## src/rtl/twsc_pkg.sv

```systemverilog
// Shared types, constants and codes for the tilt/weight sip classifier.
`default_nettype none
package twsc_pkg;

  // Input modes
  localparam logic [1:0] MODE_POLL     = 2'd0;
  localparam logic [1:0] MODE_DAY_CLR  = 2'd1;
  localparam logic [1:0] MODE_BASELINE = 2'd2;

  // Register indexes
  localparam int CFG_IDX_W = 3;
  localparam logic [CFG_IDX_W-1:0] CFG_TILT_COS     = 3'd0;
  localparam logic [CFG_IDX_W-1:0] CFG_MIN_INTERVAL = 3'd1;
  localparam logic [CFG_IDX_W-1:0] CFG_SIP_DELTA    = 3'd2;
  localparam logic [CFG_IDX_W-1:0] CFG_GULP_LIMIT   = 3'd3;
  localparam logic [CFG_IDX_W-1:0] CFG_REFILL_LIMIT = 3'd4;

  // Register reset values
  localparam logic signed [15:0] TILT_COS_RST     = 16'sd23170;
  localparam logic [15:0]        MIN_INTERVAL_RST = 16'd2000;
  localparam logic [15:0]        SIP_DELTA_RST    = 16'd50;
  localparam logic [15:0]        GULP_LIMIT_RST   = 16'd500;
  localparam logic [15:0]        REFILL_LIMIT_RST = 16'd50;

  // Below this squared magnitude (164^2 counts) the sample is never counted as tilted
  localparam logic [31:0] MAG2_MIN = 32'd26896;

  // Decoupling queue between front and back
  localparam int QDEPTH = 2;
  localparam int QAW    = (QDEPTH > 1) ? $clog2(QDEPTH) : 1;

  typedef enum logic [1:0] {
    EV_NONE   = 2'd0,
    EV_SIP    = 2'd1,
    EV_GULP   = 2'd2,
    EV_REFILL = 2'd3
  } event_t;

  typedef struct packed {
    logic signed [15:0] tilt_cos_limit;
    logic [15:0]        min_interval_ms;
    logic [15:0]        sip_delta_min;
    logic [15:0]        gulp_limit;
    logic [15:0]        refill_limit;
  } cfg_t;

  // Classified item handed from front to back
  typedef struct packed {
    logic [1:0]         mode;
    logic               tilted;
    logic signed [23:0] weight;
    logic [31:0]        time_ms;
  } item_t;

endpackage
`default_nettype wire

```

## src/rtl/twsc_back.sv

```systemverilog
// Back end: daily state update, event decision and result register.
`default_nettype none
module twsc_back (
  input  wire              clk,
  input  wire              rst,
  input  twsc_pkg::cfg_t   cfg,
  input  wire              q_empty,
  input  twsc_pkg::item_t  q_item,
  output logic             q_pop,
  output logic             empty,
  input  wire              pop,
  output logic [1:0]       event_res,
  output logic [23:0]      amount_dg,
  output logic [31:0]      daily_intake,
  output logic [7:0]       sip_total
);
  import twsc_pkg::*;

  logic signed [23:0] last_weight;
  logic [31:0]        last_sip_time;
  logic [31:0]        intake_sum;
  logic [7:0]         sip_counter;

  logic               out_valid;
  event_t             ev_r;
  logic [23:0]        amount_r;
  logic [31:0]        intake_r;
  logic [7:0]         count_r;

  logic signed [24:0] delta, neg_delta;
  logic [31:0]        since;
  logic [32:0]        sum;
  logic               gate, is_sip, is_refill, take;
  logic [31:0]        intake_next;
  logic [7:0]         counter_next;
  event_t             ev_next;

  assign take  = !q_empty && (!out_valid || pop);
  assign q_pop = take;

  assign delta     = $signed({last_weight[23], last_weight})
                   - $signed({q_item.weight[23], q_item.weight});
  assign neg_delta = -delta;
  assign since     = q_item.time_ms - last_sip_time;
  assign sum       = {1'b0, intake_sum} + {9'b0, delta[23:0]};

  assign gate      = q_item.tilted && !q_item.weight[23]
                   && (since >= {16'b0, cfg.min_interval_ms});
  assign is_sip    = gate && (delta >= $signed({9'b0, cfg.sip_delta_min}));
  assign is_refill = gate && !is_sip
                   && (neg_delta > $signed({9'b0, cfg.refill_limit}));

  always_comb begin
    intake_next  = intake_sum;
    counter_next = sip_counter;
    ev_next      = EV_NONE;
    unique case (q_item.mode)
      MODE_DAY_CLR: begin
        intake_next  = '0;
        counter_next = '0;
      end
      MODE_POLL: begin
        if (is_sip) begin
          intake_next  = sum[32] ? '1 : sum[31:0];
          counter_next = sip_counter + 8'd1;
          ev_next      = (delta > $signed({9'b0, cfg.gulp_limit})) ? EV_GULP : EV_SIP;
        end else if (is_refill) begin
          ev_next = EV_REFILL;
        end
      end
      default: ;
    endcase
  end

  always_ff @(posedge clk) begin
    if (rst) begin
      last_weight   <= '0;
      last_sip_time <= '0;
      intake_sum    <= '0;
      sip_counter   <= '0;
      out_valid     <= 1'b0;
    end else begin
      if (take) begin
        intake_sum  <= intake_next;
        sip_counter <= counter_next;
        if (q_item.mode == MODE_BASELINE) last_weight <= q_item.weight;
        if (q_item.mode == MODE_POLL && (is_sip || is_refill)) begin
          last_weight <= q_item.weight;
        end
        if (q_item.mode == MODE_POLL && is_sip) last_sip_time <= q_item.time_ms;
        out_valid <= 1'b1;
      end else if (pop) begin
        out_valid <= 1'b0;
      end
    end
  end

  always_ff @(posedge clk) begin
    if (take) begin
      ev_r     <= ev_next;
      amount_r <= (ev_next == EV_SIP || ev_next == EV_GULP) ? delta[23:0] : '0;
      intake_r <= intake_next;
      count_r  <= counter_next;
    end
  end

  assign empty        = !out_valid;
  assign event_res    = ev_r;
  assign amount_dg    = amount_r;
  assign daily_intake = intake_r;
  assign sip_total    = count_r;

endmodule
`default_nettype wire
```

## config.mk

```make
export PLATFORM = sky130hd
export DESIGN_NAME = twsc_back
export DESIGN_NICKNAME = d
export VERILOG_FILES = /design/src/rtl/twsc_pkg.sv /design/src/rtl/twsc_back.sv
export SDC_FILE = /design/constraint.sdc
export NUM_CORES = 1
export LEC_CHECK = 0
export BUFFER_PORTS_ARGS = -buffer_cell sky130_fd_sc_hd__buf_4
export CORE_UTILIZATION = 46
export CTS_CLUSTER_SIZE = 8
export DETAILED_ROUTE_END_ITERATION = 16
export PLACE_DENSITY = 0.78
export SLEW_MARGIN = 25
export SYNTH_ARGS = -nofsm -noshare
export SYNTH_HDL_FRONTEND = slang
export SYNTH_SLANG_ARGS = --single-unit
```

## constraint.sdc

```tcl
create_clock -name clk -period 6.9 [get_ports clk]
set_input_delay 0.345 -clock clk [delete_from_list [all_inputs] [get_ports clk]]
set_output_delay 0.345 -clock clk [all_outputs]
set_load 0.02 [all_outputs]
```

Yosys cells after proc, flatten, opt, wreduce, memory -nomap -nowiden. Cells that the tools add are included.

Register bits after elaboration: 163. Output and inout bits: 68. Word-level logic and storage cells: 55.

$add $sub $neg: 5. Order comparisons: 4. Equality and inequality tests: 4. Muxes and demuxes: 13. Reduce and logical (&&, ||, !) cells: 20.

Operators with widths (count): 2-to-1 mux 32 bit (2); case mux 32 bit (2 select lines) (1); > comparator 25 x 17 -> 1 bit (2); 2-to-1 mux 24 bit (2); adder 32 x 24 -> 33 bit (1); >= comparator 32 x 16 -> 1 bit (1); subtractor 32 bit (1); >= comparator 25 x 17 -> 1 bit (1); negator 25 bit (1); subtractor 24 x 24 -> 25 bit (1); case mux 8 bit (2 select lines) (1); adder 8 x 1 -> 8 bit, second input constant (1); logical AND 1 bit (8); 2-to-1 mux 2 bit (4); 2-to-1 mux 8 bit (1); equality test 2 x 1 -> 1 bit, second input constant (2); equality test 2 bit, second input constant (2); logical NOT 1 bit (4); AND reduction 2 bit (2); nonzero test 2 bit (2); logical OR 1 bit (3); logical NOT 2 bit (1); 2-to-1 mux 1 bit (2).

Logic depth before layout (Yosys ltp).
Depth in word-level cells: 12. Mapped depth: 25.

Least setup slack after synthesis. OpenSTA, ideal clock, no wires.

Path kind: in2reg. From: input q_item[0] (netlist bit). To: register intake_r[31] (netlist: daily_intake[31]), data pin. Library setup time: 0.282 ns. Arrival time: 4.487 ns. Required time: 6.618 ns. Path slack: 2.131 ns. Stages: 24. Path buffers: 2. Cell sequence: inv_1 > ha_1 > inv_1 > fa_1 > a21o_1 > a22o_1 > nor2_1 > o21ai_0 > a21o_1 > a21oi_1 > xnor2_1 > ha_1 > a21o_1 > a21oi_1 > o21ai_0 > a211o_1 > nor4_1 > nand4_1 > o41a_1 > buf_6 > and2_1 > buf_6 > a2111oi_0 > a2111oi_0.

Longest elaborated chain between the ends: 6.

Ends and longest elaborated chain: start: declaration (RTL line twsc_back.sv:8) `input twsc_pkg::item_t q_item,`; subtractor 32 bit (RTL line twsc_back.sv:44) `assign since = q_item.time_ms - last_sip_time;`; >= comparator 32 x 16 -> 1 bit (RTL line twsc_back.sv:48) `&& (since >= {16'b0, cfg.min_interval_ms});`; logical AND 1 bit (RTL line twsc_back.sv:48); logical AND 1 bit (RTL line twsc_back.sv:49) `assign is_sip = gate && (delta >= $signed({9'b0, cfg.sip_delta_min}));`; 2-to-1 mux 32 bit (RTL line twsc_back.sv:63) `if (is_sip) begin`; case mux 32 bit (2 select lines) (RTL line twsc_back.sv:57) `unique case (q_item.mode)`; net intake_next[31] (RTL line twsc_back.sv:34) `logic [31:0] intake_next;`; end signal: assignment (RTL line twsc_back.sv:102) `intake_r <= intake_next;`; end: declaration (RTL line twsc_back.sv:27) `logic [31:0] intake_r;`.

The timed path passes the listed nets, and every way through them passes these cells. A chain may end at the register's enable or synchronous reset.

Worst setup path after layout.
From: register last_weight[0]. To: register last_sip_time[5].

Longest elaborated chain between the ends: 5.

Ends and longest elaborated chain: start: declaration (RTL line twsc_back.sv:19) `logic signed [23:0] last_weight;`; start signal: assignment (RTL line twsc_back.sv:86) `if (q_item.mode == MODE_BASELINE) last_weight <= q_item.weight;`; start signal: assignment (RTL line twsc_back.sv:88) `last_weight <= q_item.weight;`; subtractor 24 x 24 -> 25 bit (RTL line twsc_back.sv:42) `- $signed({q_item.weight[23], q_item.weight});`; net delta[8] (RTL line twsc_back.sv:30) `logic signed [24:0] delta, neg_delta;`; >= comparator 25 x 17 -> 1 bit (RTL line twsc_back.sv:49); logical AND 1 bit (RTL line twsc_back.sv:49); logical AND 1 bit (RTL line twsc_back.sv:90) `if (q_item.mode == MODE_POLL && is_sip) last_sip_time <= q_item.time_ms;`; AND reduction 2 bit (no source line); end signal: assignment (RTL line twsc_back.sv:90); end: declaration (RTL line twsc_back.sv:20) `logic [31:0] last_sip_time;`.

The timed path passes the listed nets, and every way through them passes these cells.

==> results by group <==
Run status
  • Status: finished clean

Critical path
  • Critical path peak fanout: 38
  • Type of origin of the critical path: register
  • Setup CP Type: reg -> reg
  • Worst EP arrival: 6.33 ns
  • Worst Path Required: 7.25 ns
  • Reg2reg path depth: 20
  • Element type at the critical path end: register

Placement
  • Place WS: 0.9024 ns
  • Placed Instances: 2,187
  • Port Buf Inserts: 194
  • Placed cell areas: 15,370 sq um
  • Routability congestion estimate: 0.9431
  • DP HPWL: 28,620 um

Global routing
  • GR Util All Layers: 0.2474
  • Initial antenna violation count: 0
  • Pin count of the biggest net entering global routing: 71
  • Number of global-route vias before repair: 12,560
  • GRT overflow: 0
  • First-pass GRT wire length: 61,110 um

Logic synthesis
  • Yosys reg bits: 163
  • Post-Synthesis Cell Area: 13,640 sq um
  • Yosys Warn Count: 0
  • Syn nets: 1,953
  • Adder-Cell Fraction of Synth Area: 0.1374
  • Synth Area in Simple Gates: 0.1874
  • Cell count after synthesis: 1,662
  • Synth cell types: 87
  • Post-synthesis mux area share: 0.02669
  • Number of enable flip-flop cells after synthesis: 66
  • Post-synth ARST share: 0
  • Xor and xnor area share after synthesis: 0.04292
  • Sequential fraction of the synthesis area: 0.2876
  • Compound-Gate Fraction of Synth Area: 0.2501
  • Largest family of logic cells by synthesized area: compound AO/OA/AOI/OAI gates
  • Top FF cell, synth: dfxtp_1
  • Syn_area_per_cell: 8.209 sq um

Floorplan
  • Die width: 174.2 um
  • Number of top-level pins: 211
  • Row count: 62
  • Initial Util: 0.4715
  • Die height: 174.2 um
  • Core Area: 28,940 sq um
  • Die area: 30,350 sq um

STA
  • Max Fclk: 0.1673 GHz
  • Final WS setup: 0.9221 ns
  • Tmin final: 5.978 ns
  • Max_slew headroom: 0.3607
  • Unrepaired setup endpoints after global routing: false
  • # setup viols final: 0
  • Clock Skews: 0.01687 ns
  • Worst slew pin tran: 0.9589 ns
  • Crit share post-route: 0.8664
  • Slew Limit Fails: 0
  • Final Hold Vio Count: 0
  • Setup TNS: 0 ns

CTS
  • Setup repair bufs after CTS: 0
  • Total CTS buffers: 17
  • Worst skew pair latency: 0.44 ns
  • Clock tree root buffer cell: clkbuf_16
  • Reg clk slew, reported paths: 0.08 ns
  • CTS Buffer Depth: 2
  • Post_cts resized: 0
  • # H-tree levels: 4
  • Clk sinks: 163
  • Hold buffers post-CTS: 0
  • CTS tree: built

Finish
  • Final nets: 2,113
  • Design Area, Final: 15,960 sq um
  • Ant diodes: 0
  • Filler cells: 2,661
  • Area growth syn-to-layout: 16.98%
  • Share of layout cells above drive strength 1: 0.1510
  • Non-filler instance count after layout: 2,219
  • Core Util, Final: 0.5516

Pwr
  • Clock power frac: 0.347
  • Gate power share: 0.282
  • Seq pwr share: 0.371
  • Switch share: 0.3290
  • Internal Power: 1.893 mW
  • Leak: 6.984 nW
  • Power per Cell Area: 176.8 nW/um^2
  • Net switching power: 0.9285 mW
  • Maximum vdd drop: 0.0001814 V

Hold path
  • Hold path depth: 2
  • Worst min path class: in -> reg

Detailed routing
  • Vias: 12,920
  • # DRC: 0
  • Final Routed Wirelength: 37,760 um
  • TritonRoute pass-1 iters: 5
  • Iter 0 DRT Violations: 1,006
  • Avg WL per Cell: 17.02 um
  • Routed vias/inst: 5.822
  • Antenna Nets Post-Route: 0

Run
  • Max Cap Violations: 0
[area by class of cell]
type / count / area [sq um] / area share
tap: 384 / 480.5 / 0.03010
clock buffer: 19 / 432.9 / 0.02712
multi-input combinational: 1272 / 8807 / 0.5518
sequential: 163 / 3924 / 0.2458
timing repair buffer: 209 / 1569 / 0.09831
inverter: 159 / 599.3 / 0.03755
clock inverter: 13 / 147.6 / 0.009251
[worst paths after layout]
path                                         from           endpoint  slack [ns]
worst max register to register     last_weight[0]   last_sip_time[5]        0.92
worst min register to register  last_sip_time[24]  last_sip_time[24]        0.45
worst max-delay path               last_weight[0]   last_sip_time[5]        0.92
worst min-delay path                      q_empty          out_valid        0.09
[synthesized netlist by cell type (all sizes together) (9+ instances only)]
cell type,n,area (sq um)
nand3,62,310.3
inv,157,589.3
dfxtp,97,1942
xor2,28,245.2
nor2b,15,93.84
o31ai,14,110.1
mux2i,33,330.3
a22o,28,245.2
ha,145,1814
a211oi,21,172.7
o211ai,10,80.07
nand2b,19,118.9
xnor2,38,340.3
buf,26,172.7
nor3,34,170.2
o2bb2ai,13,113.9
o21bai,15,112.6
or4,9,67.56
a21o,38,285.3
nand4,20,131.4
nor2,89,341.6
o21a,25,187.7
nor4,15,106.4
edfxtp,66,1982
a2111oi,9,91.34
o21ai,87,457.9
clkbuf,42,157.7
nand2,194,728.2
or3,11,68.82
and3,11,68.82
and2,25,156.4
a31oi,15,93.84
a21oi,142,725.7
[worst max-delay path, stage by stage, from the launching register on]
cell,delay [ns]
dfxtp_1,0.33
inv_1,0.04
ha_1,0.20
fa_1,0.41
nor2b_1,0.17
o31a_1,0.28
o21ai_0,0.15
xor2_1,0.37
inv_1,0.27
ha_1,0.37
nand2_1,0.09
a21oi_1,0.12
o21ai_0,0.09
o21ai_0,0.19
a221o_1,0.17
a31oi_1,0.19
a21boi_2,0.71
and3_2,0.85
buf_4,0.51
nand3_1,0.17
a21oi_1,0.19
[sequential cells by signal (all words and copies together), names as in the netlist]
signal,flops
sip_total,8
last_sip_time,32
intake_sum,32
last_weight,24
daily_intake,32
amount_dg,24
sip_counter,8
event_res,2
out_valid,1
[cell families (layout without fill, tap and decap cells)]
kind of cell / Yosys count / after routing
flip-flops: 163 / 163
AND/OR/NAND/NOR: 529 / 529
adder cells (fa/ha/maj): 148 / 148
buffers and inverters: 227 / 400
AO/OA/AOI/OAI: 493 / 493
XOR/XNOR: 66 / 66
multiplexers: 36 / 36
[power groups by stage]
| stage | sequential [mW] | combinational, mW | clock [mW] |
|---|---|---|---|
| global route | 1.05 | 0.877 | 1.04 |
| finish | 1.05 | 0.796 | 0.980 |
| detailed placement | 1.07 | 0.785 | 0 |
| global placement | 1.07 | 0.764 | 0 |
| floorplan | 1.09 | 0.511 | 0 |
| CTS | 1.05 | 0.791 | 0.999 |
[cell usage in the layout (no fill, tap or decap), types with 37 or more instances in the layout]
master    count
buf_4       209
nand2_1     194
inv_1       156
ha_1        145
a21oi_1     138
dfxtp_1      97
nor2_1       88
o21ai_0      84
edfxtp_1     66
nand3_1      62
a21o_1       38
xnor2_1      37
[through the flow]
step | total power [mW] | hold WS (ns)
6_report | 2.822 | 0.09480
3_3_place_gp | 1.831 | 0.4414
3_5_place_dp | 1.851 | 0.4467
5_1_grt | 2.961 | 0.08565
2_1_floorplan | 1.602 | 0.4347
4_1_cts | 2.835 | 0.07959
[metal layers]
| layer | part of all wire | GRT usage | vias to the layer above | wire length (um) |
|---|---|---|---|---|
| met3 | 0.067 | 0.04899 | 72 | 2534 |
| met5 | 0 | 0 | - | 0 |
| met2 | 0.47 | 0.4223 | 436 | 17750 |
| met1 | 0.44 | 0.3071 | 6047 | 16460 |
| li1 | - | - | 6364 | - |
| met4 | 0.027 | 0.09101 | 0 | 1011 |
Note: power is estimated with default switching activity, not from simulation.
