==> src/rtl/twsc_pkg.sv <==
// Shared types, constants and codes for the tilt/weight sip classifier.
`default_nettype none
package twsc_pkg;

  // Input modes
  localparam logic [1:0] MODE_POLL     = 2'd0;
  localparam logic [1:0] MODE_DAY_CLR  = 2'd1;
  localparam logic [1:0] MODE_BASELINE = 2'd2;

  // Register indexes
  localparam int CFG_IDX_W = 3;
  localparam logic [CFG_IDX_W-1:0] CFG_TILT_COS     = 3'd0;
  localparam logic [CFG_IDX_W-1:0] CFG_MIN_INTERVAL = 3'd1;
  localparam logic [CFG_IDX_W-1:0] CFG_SIP_DELTA    = 3'd2;
  localparam logic [CFG_IDX_W-1:0] CFG_GULP_LIMIT   = 3'd3;
  localparam logic [CFG_IDX_W-1:0] CFG_REFILL_LIMIT = 3'd4;

  // Register reset values
  localparam logic signed [15:0] TILT_COS_RST     = 16'sd23170;
  localparam logic [15:0]        MIN_INTERVAL_RST = 16'd2000;
  localparam logic [15:0]        SIP_DELTA_RST    = 16'd50;
  localparam logic [15:0]        GULP_LIMIT_RST   = 16'd500;
  localparam logic [15:0]        REFILL_LIMIT_RST = 16'd50;

  // Below this squared magnitude (164^2 counts) the sample is never counted as tilted
  localparam logic [31:0] MAG2_MIN = 32'd26896;

  // Decoupling queue between front and back
  localparam int QDEPTH = 2;
  localparam int QAW    = (QDEPTH > 1) ? $clog2(QDEPTH) : 1;

  typedef enum logic [1:0] {
    EV_NONE   = 2'd0,
    EV_SIP    = 2'd1,
    EV_GULP   = 2'd2,
    EV_REFILL = 2'd3
  } event_t;

  typedef struct packed {
    logic signed [15:0] tilt_cos_limit;
    logic [15:0]        min_interval_ms;
    logic [15:0]        sip_delta_min;
    logic [15:0]        gulp_limit;
    logic [15:0]        refill_limit;
  } cfg_t;

  // Classified item handed from front to back
  typedef struct packed {
    logic [1:0]         mode;
    logic               tilted;
    logic signed [23:0] weight;
    logic [31:0]        time_ms;
  } item_t;

endpackage
`default_nettype wire

==> src/rtl/twsc_queue.sv <==
// Short register queue between front and back ends.
`default_nettype none
module twsc_queue (
  input  wire              clk,
  input  wire              rst,
  input  wire              wr,
  input  twsc_pkg::item_t  wr_item,
  output logic             q_full,
  input  wire              rd,
  output logic             q_empty,
  output twsc_pkg::item_t  rd_item
);
  import twsc_pkg::*;

  item_t slots [QDEPTH];
  logic [QAW-1:0] wptr, rptr;
  logic [QAW:0]   count;
  logic do_wr, do_rd;

  assign q_full  = (count == (QAW+1)'(QDEPTH));
  assign q_empty = (count == '0);
  assign do_wr   = wr && !q_full;
  assign do_rd   = rd && !q_empty;
  assign rd_item = slots[rptr];

  always_ff @(posedge clk) begin
    if (do_wr) slots[wptr] <= wr_item;
  end

  always_ff @(posedge clk) begin
    if (rst) begin
      wptr  <= '0;
      rptr  <= '0;
      count <= '0;
    end else begin
      if (do_wr) wptr <= (wptr == QAW'(QDEPTH-1)) ? '0 : wptr + 1'b1;
      if (do_rd) rptr <= (rptr == QAW'(QDEPTH-1)) ? '0 : rptr + 1'b1;
      case ({do_wr, do_rd})
        2'b10:   count <= count + 1'b1;
        2'b01:   count <= count - 1'b1;
        default: count <= count;
      endcase
    end
  end

endmodule
`default_nettype wire

==> config.mk <==
export PLATFORM = sky130hd
export DESIGN_NAME = twsc_queue
export DESIGN_NICKNAME = d
export VERILOG_FILES = /design/src/rtl/twsc_pkg.sv /design/src/rtl/twsc_queue.sv
export SDC_FILE = /design/constraint.sdc
export NUM_CORES = 1
export LEC_CHECK = 0
export BUFFER_PORTS_ARGS = -buffer_cell sky130_fd_sc_hd__buf_2
export CORE_MARGIN = 2
export CORE_UTILIZATION = 41
export DETAILED_ROUTE_END_ITERATION = 10
export GPL_ROUTABILITY_DRIVEN = 0
export GPL_TIMING_DRIVEN = 0
export PLACE_DENSITY = 0.68
export SYNTH_ARGS = -nofsm -noshare
export SYNTH_HDL_FRONTEND = slang
export SYNTH_SLANG_ARGS = --single-unit
==> constraint.sdc <==
create_clock -name clk -period 3.35 [get_ports clk]
set_input_delay 0.335 -clock clk [delete_from_list [all_inputs] [get_ports clk]]
set_output_delay 0.335 -clock clk [all_outputs]
set_load 0.01 [all_outputs]
Yosys cells after proc, flatten, opt, wreduce, memory -nomap -nowiden
Memories as Yosys holds them, arrays and structs flattened. A register that Yosys moved wholly into a read port is not among the register bits.
Cells that the tools add are included.
Widths: inputs -> output; s select.

word-level totals
  register bits after elaboration = 4
  bits in latches = 0
  RAM bits = 118
  ROM bits = 0
  input port bits = 63
  output and inout bits = 61
  word-level logic and storage cells = 24
  memories kept = 1

cells by class
  add/subtract/negate cells = 4
  multipliers = 0
  divide/modulo/power cells = 0
  order comparisons = 0
  equality and inequality tests = 3
  shift operators = 0
  mux-type cells = 7
  bitwise operators = 0
  reduce and logical (&&, ||, !) cells = 6

memory list
  memory  words  bits a word  read ports  clocked after Yosys merged registers in  write ports  RTL line          RTL
  slots   2      59           1           1                                        1            twsc_queue.sv:15  item_t slots [QDEPTH];

operators with widths
  operator             number
  $mux 1               6
  $eq 2x2->1 const B   2
  $pmux 2 s2           1
  $add 1x1->1 const B  2
  $add 2x1->2 const B  1
  $eq 2x1->1 const B   1
  $logic_and 1x1->1    2
  $logic_not 1->1      2
  $logic_not 2->1      1
  $reduce_bool 2->1    1
  $sub 2x1->2 const B  1

Longest topological paths before layout
Gate-level depths: netlist (run 1).

  depth in word-level cells = 5
  mapped depth = 6
  depth with buffers taken out = 6

Least setup slack after synthesis (run 1)
OpenSTA, ideal clock, no wires.

  path kind = register -> register
  start point = register count[0]
  end point = memory slots[0][0] in the netlist's numbering, enable pin
  data arrival time = 2079 ps
  slack = 858 ps
  stages on the path, launching flop included = 5
  period minus slack after synthesis = 2492 ps
  path through = dfxtp_1 nand2b_2 inv_2 or3_1 inv_1

between the ends
  longest elaborated chain between the ends = 5

RTL lines
  element                       RTL line          RTL
  from (decl)                   twsc_queue.sv:17  logic [QAW:0] count;
  from (signal assigned)        twsc_queue.sv:39  2'b10: count <= count + 1'b1;
  from (signal assigned)        twsc_queue.sv:40  2'b01: count <= count - 1'b1;
  from (signal assigned)        twsc_queue.sv:41  default: count <= count;
  $eq 2x2->1                    twsc_queue.sv:20  assign q_full = (count == (QAW+1)'(QDEPTH));
  via q_full                    twsc_queue.sv:8   output logic q_full,
  $logic_not 1->1               twsc_queue.sv:22  assign do_wr = wr && !q_full;
  $logic_and 1x1->1             twsc_queue.sv:22
  $mux 1                        twsc_queue.sv:27  if (do_wr) slots[wptr] <= wr_item;
  $mux 1 (not written as such)  twsc_queue.sv:27
  to (decl)                     twsc_queue.sv:15

The timed path passes the listed nets, and every way through them passes these cells.

==> results.md, run 1 <==
- First-pass GRT wire length: 11500 um
- H-tree levels: 4
- Sequential share of power: 0.412
- Synth warnings: 0
- Run status: complete, no violations
- Avg Inst Size Synth: 21.3 sq um
- Hold Vio Cnt, Final: 0
- Global route overflow: 0
- Fin. max-slew vios: 0
- Clk_skew: 0.00669 ns
- TritonCTS clock tree: yes
- TritonCTS buffer count: 17
- Layout cell share with drive strength beyond 1: 0.542
- Area leader, netlist: edfxtp_1
- Maximum vdd drop: 0.000413 V
- Tightest Hold Check Type: input port to register
- Die height: 108 um
- Final period util: 0.661
- Worst Tran Pin Value: 0.831 ns
- CTS max path bufs: 2
- WL final: 7830 um
- Gate power share: 0.237
- Sw power: 1.23 mW
- Rows: 38
- Crit path max fanout: 10
- Worst slew margin: 0.446
- Synth cell types: 18
- Clock Power Share: 0.352
- Mapped Cells: 210
- Vias in the first global route: 2433
- Sw Share: 0.254
- Largest net degree at the start of global routing: 60
- Final Power: 4.86 mW
- Initial antenna violation count: 0
- Clk_lat worst skew: 0.50 ns
- Pwr/cell area: 783 mW/mm^2
- Kind of critical path: register to output pin
- Antenna Nets Post-Route: 0
- CTS Sinks: 123
- Setup violations, final: 0
- RSZ-0062 raised after global routing: false
- Top-area cell type share of the netlist area: 0.792
- DIE AREA: 0.0118 sq mm
- Clock slew at reported path FFs: 0.05 ns
- Core region area: 0.0107 sq mm
- DR WL/cell: 14.5 um
- Area Growth Syn to Fin: 38.7%
- Detailed Route Iter0 Violations: 95
- DRC viols: 0
- Pint: 3.63 mW
- Post-CTS Setup Repair Bufs: 0
- DRT Pass-1 Iters: 4
- # resized after CTS: 0
- CTS root buf: clkbuf_8
- Leak pwr: 2.37 nW
- Critical path endpoint category: output pin
- Setup TNS: 0 ns
- Final min period: 2.21 ns
- GRT Total Usage: 0.134
- Seq/Total Area, Yosys: 0.815
- Fmax: 452 MHz
- Ant. Diodes: 0
- Flops & latches, synth: 123
- Cell area after synthesis: 0.00447 sq mm
- Crit path required time: 3.01 ns
- I/O Buffers: 123
- Top-Level Pins: 124
- Max-cap violation count: 0
- Final nets: 453
- Vias/cell: 4.56
- Critical Path AT: 1.88 ns
- Starting Density: 0.416
- DP HPWL: 4780 um
- Synth area leaders: edfxtp_1 (79%), mux2_2 (15%), dfxtp_1 (2.2%), buf_2 (0.67%), xnor2_1 (0.39%)
- Synthesized Nets: 274
- Horiz. Die Dim: 108 um
- Via count: 2471
- Startpoint class of the critical path: register
-- per-layer routing --
| metal | wire length (um) | up-vias | global-route usage | share of wire |
|---|---|---|---|---|
| li1 | - | 1189 | - | - |
| met4 | 141 | 0 | 0.0723 | 0.018 |
| met2 | 4030 | 83 | 0.221 | 0.51 |
| met3 | 436 | 10 | 0.0440 | 0.056 |
| met1 | 3230 | 1189 | 0.156 | 0.41 |
| met5 | 0 | - | 0 | 0 |
-- stage by stage --
step / setup WS, ns / std cells / cell area (sq um) / hold WS (ns) / utilization
finish: 1.14 / 542 / 6210 / 0.0279 / 0.578
global route: 0.974 / 542 / 6210 / 0.000481 / 0.578
CTS: 1.07 / 522 / 6010 / 0.000175 / 0.559
detailed placement: 1.22 / 474 / 5290 / 0.502 / 0.492
global placement: 0.105 / 473 / 5260 / 0.475 / 0.490
floorplan: 0.858 / 210 / 4470 / 0.404 / -
-- power groups by stage --
| stage | logic [mW] | clock network (mW) | registers, mW |
|---|---|---|---|
| finish | 1.15 | 1.71 | 2.00 |
| global route | 1.25 | 1.83 | 2.02 |
| CTS | 1.16 | 1.75 | 2.00 |
| detailed placement | 1.14 | 0 | 2.03 |
| global placement | 1.11 | 0 | 2.04 |
| floorplan | 0.717 | 0 | 2.02 |
-- placed cells by master, fill, tap and decap left out, drive strengths merged --
master,instances
buf,131
edfxtp,118
mux2,59
dlygate4sd3,36
clkbuf,22
clkinv,6
dfxtp,5
nor2,4
bufinv,3
inv,3
or3,2
xnor2,2
o21ai,2
a21oi,2
o21a,1
nand2b,1
and3,1
nand2,1
xor2,1
ha,1
clkinvlp,1
-- cell usage after synthesis --
library cell,count
ha_1,1
nand2b_2,1
o21a_1,1
buf_6,1
o21ai_0,2
xnor2_1,2
and3_1,1
a21oi_1,2
inv_2,1
buf_2,6
edfxtp_1,118
nor2_1,4
nand2_1,1
mux2_2,59
dfxtp_1,5
xor2_1,1
or3_1,2
inv_1,2
-- state kept, by name, summed over array words and instances, names as in the netlist, named ones only --
signal  count
slots     118
count       2
rptr        1
wptr        1
-- path summary, 6_finish.rpt --
path | from | to | slack, ns | depth (start not counted)
setup / recovery | register | rd_item[32] | 1.14 | 5
hold / removal | wr_item[22] | slots[1][22] | 0.03 | 1
setup reg to reg | count[0] | slots[0][42] | 1.26 | 5
hold reg to reg | wptr | wptr | 0.51 | 2
-- layout make-up --
type                            count  area [sq um]
Sequential cell                   123          3640
Tap cell                          140           175
Clock buffer                       22           433
Fill cell                         861          4540
Multi-Input combinational cell     77           782
Buffer                              7          41.3
Inverter                            3          11.3
Clock inverter                     10           124
Timing Repair Buffer              160           996
-- worst max-delay path, cell delays in order (launching register included) --
cell and delay (ns):
dfxtp_1 0.30, buf_2 0.14, buf_2 0.27, buf_6 0.19
mux2_2 0.34, buf_2 0.14
-- cells by family after synthesis --
| logic type | after synthesis | synth area share |
|---|---|---|
| xor+xnor | 3 | 0.00588 |
| flops | 123 | 0.815 |
| fa+ha+maj | 1 | 0.00280 |
| compound gates | 5 | 0.00615 |
| mux | 59 | 0.149 |
| buf+inv | 10 | 0.0117 |
| simple gates | 9 | 0.0103 |
-- timing repair --
action	CTS	global route
endpoints found under the hold margin	31	39
hold buffers	16	20
endpoints found under the setup margin	0	0
No activity file was read; power rests on OpenSTA's default activity.
==> run 2: changes to the inputs <==
==> constraint.sdc (replaced) <==
create_clock -name clk -period 2.29 [get_ports clk]
set_input_delay 0.229 -clock clk [delete_from_list [all_inputs] [get_ports clk]]
set_output_delay 0.229 -clock clk [all_outputs]
set_load 0.01 [all_outputs]
==> results.md, run 2 (synthesis gave the netlist of run 1 again) <==
- Post-layout util: 0.601 (+0.0235)
- TritonCTS clock tree: yes
- Vias in the first global route: 2654 (+9.1%)
- Tightest Hold Check Type: input port to register
- Horiz. Die Dim: 108 um (unchanged)
- DR WL/cell: 15.2 um (+4.9%)
- Starting Density: 0.416 (unchanged)
- Initial antenna violation count: 0 (unchanged)
- Fmax: 467 MHz
- Placed Cells: 473 (-0.21%)
- Cell mode on critical path: buf_2
- Largest registers: slots: 118 flops, count: 2 flops
- Pwr/cell area: 1120 mW/mm^2 (+44%)
- Setup violations, final: 0 (unchanged)
- Maximum vdd drop: 0.000639 V (+55%)
- Leading cell type in the layout, fill and taps excluded: buf_2
- Final nets: 477 (+5.3%)
- Ant. Diodes: 0 (unchanged)
- Core region area: 0.0107 sq mm (unchanged)
- DRT Pass-1 Iters: 7 (+3)
- Fin. max-slew vios: 0 (unchanged)
- WL final: 8570 um (+9.4%)
- Leak pwr: 2.47 nW (+4.0%)
- Critical path endpoint category: output pin
- Top-Level Pins: 124 (unchanged)
- Hold WS: 0.154 ns (+0.127 ns)
- Worst slew margin: 0.429 (-0.0168)
- DIE AREA: 0.0118 sq mm (unchanged)
- CTS Sinks: 123 (unchanged)
- Final period util: 0.935
- Area of the multi-input gates: 782 sq um (unchanged)
- Most flop-heavy register: slots
- Layout cell share with drive strength beyond 1: 0.513 (-0.0293)
- Largest net degree at the start of global routing: 60 (unchanged)
- GRT Total Usage: 0.148 (+0.0137)
- Crit path required time: 2.06 ns (-0.95 ns)
- CP max-delay cell: mux2_2
- Clk_lat worst skew: 0.50 ns (about the same)
- Clock slew at reported path FFs: 0.05 ns (about the same)
- Commonest non-fill, non-tap cells in the layout: buf_2 (129), edfxtp_1 (118), dlygate4sd3_1 (60), mux2_2 (59), clkbuf_16 (16)
- Layout Cells excl Fill: 565 (+4.2%)
- Area Growth Syn to Fin: 44.4%
- Clk_skew: 0.00543 ns (-0.00126 ns)
- DRC viols: 0 (unchanged)
- Largest register FFs: 118 (unchanged)
- I/O Buffers: 123 (unchanged)
- Max-cap violation count: 0 (unchanged)
- WP buf/inv: 4 (unchanged)
- CTS root buf: clkbuf_8
- Global route overflow: 0 (unchanged)
- Antenna Nets Post-Route: 0 (unchanged)
- Detailed Route Iter0 Violations: 68 (-28%)
- DP HPWL: 4940 um (+3.3%)
- Rows: 38 (unchanged)
- Worst stage delay on the critical path: 0.35 ns (about the same)
- Startpoint class of the critical path: register
- Hold Vio Cnt, Final: 0 (unchanged)
- Crit path max-delay family: buffers and inverters
- CP Cell Sequence: buf_2 > buf_2 > buf_6 > mux2_2 > buf_2
- # fillers: 840 (-2.4%)
- H-tree levels: 4 (unchanged)
- Crit path max fanout: 10 (unchanged)
- Via count: 2578 (+4.3%)
- CTS max path bufs: 2 (unchanged)
- RSZ-0062 raised after global routing: false
- Vias/cell: 4.56 (about the same)
- Final min period: 2.14 ns
- Critical Path AT: 1.91 ns (+0.03 ns)
- TritonCTS buffer count: 17 (unchanged)
- Kind of critical path: register to output pin
- Die height: 108 um (unchanged)
- Final Power: 7.26 mW (+49%)
- Register area: 0.00364 sq mm (unchanged)
- First-pass GRT wire length: 12700 um (+9.9%)
- Setup TNS: 0 ns (unchanged)
- Run status: complete, no violations
- Worst Tran Pin Value: 0.857 ns (+0.0253 ns)
[run 2: changes by cell type in the layout (fill, tap and decap cells not counted)]
cell	previous run	this run
dlygate4sd3_1	36	60
clkinvlp_4	1	3
buf_12	1	0
bufinv_16	3	4
clkbuf_1	5	4
clkinv_2	3	2
inv_2	2	1
[run 2: worst min-delay path, cell delays in order]
cell	delay, ns
buf_2	0.10
inv_1	0.04
o21ai_0	0.16
a21oi_1	0.07
[run 2: final timing paths]
| kind | end | cells after the start | slack (ns) | from |
|---|---|---|---|---|
| max | rd_item[34] | 5 | 0.15 | register |
| min | wptr | 4 | 0.15 | wr |
| max reg2reg | slots[0][25] | 4 | 0.25 | count[0] |
| min reg2reg | wptr | 2 | 0.51 | wptr |
[run 2: final cells by class]
type / instances / area share
inverters: 3 / 0.00232
flip-flops and latches: 123 / 0.564
multi-input cells: 77 / 0.121
clock buffers: 21 / 0.0664
well taps: 140 / 0.0271
repair buffers: 183 / 0.188
plain buffers: 7 / 0.00639
clock inverters: 10 / 0.0231
repair inverters: 1 / 0.00116
[run 2: what timing repair did]
| item | CTS | global route |
|---|---|---|
| endpoints found under the hold margin | 123 | 0 |
| setup buffers | 0 | 0 |
| hold buffers | 60 | 0 |
| setup endpoints to repair | 59 | 0 |
| resized for setup | 1 | 0 |
[run 2: where the power goes]
group	total, mW	switching [mW]	internal [mW]
Clock	2.60	0.854	1.74
Sequential	2.94	0.0845	2.85
Combinational	1.73	0.891	0.834
Total	7.26	1.83	5.43
[run 2: per-stage QoR]
stage | setup WS [ns] | instance area (sq um)
detailed placement | -0.309 | 5270
global route | 0.0404 | 6460
finish | 0.148 | 6460
global placement | -0.262 | 5270
floorplan | 0.287 | 4480
CTS | 0.101 | 6460
[run 2: metal layers]
| metal | track usage | vias up | part of all wire | wire [um] |
|---|---|---|---|---|
| met5 | 0 | - | 0 | 0 |
| met4 | 0.0769 | 0 | 0.015 | 126 |
| met3 | 0.0434 | 14 | 0.065 | 558 |
| met2 | 0.252 | 92 | 0.50 | 4290 |
| met1 | 0.168 | 1238 | 0.42 | 3590 |
| li1 | - | 1234 | - | - |
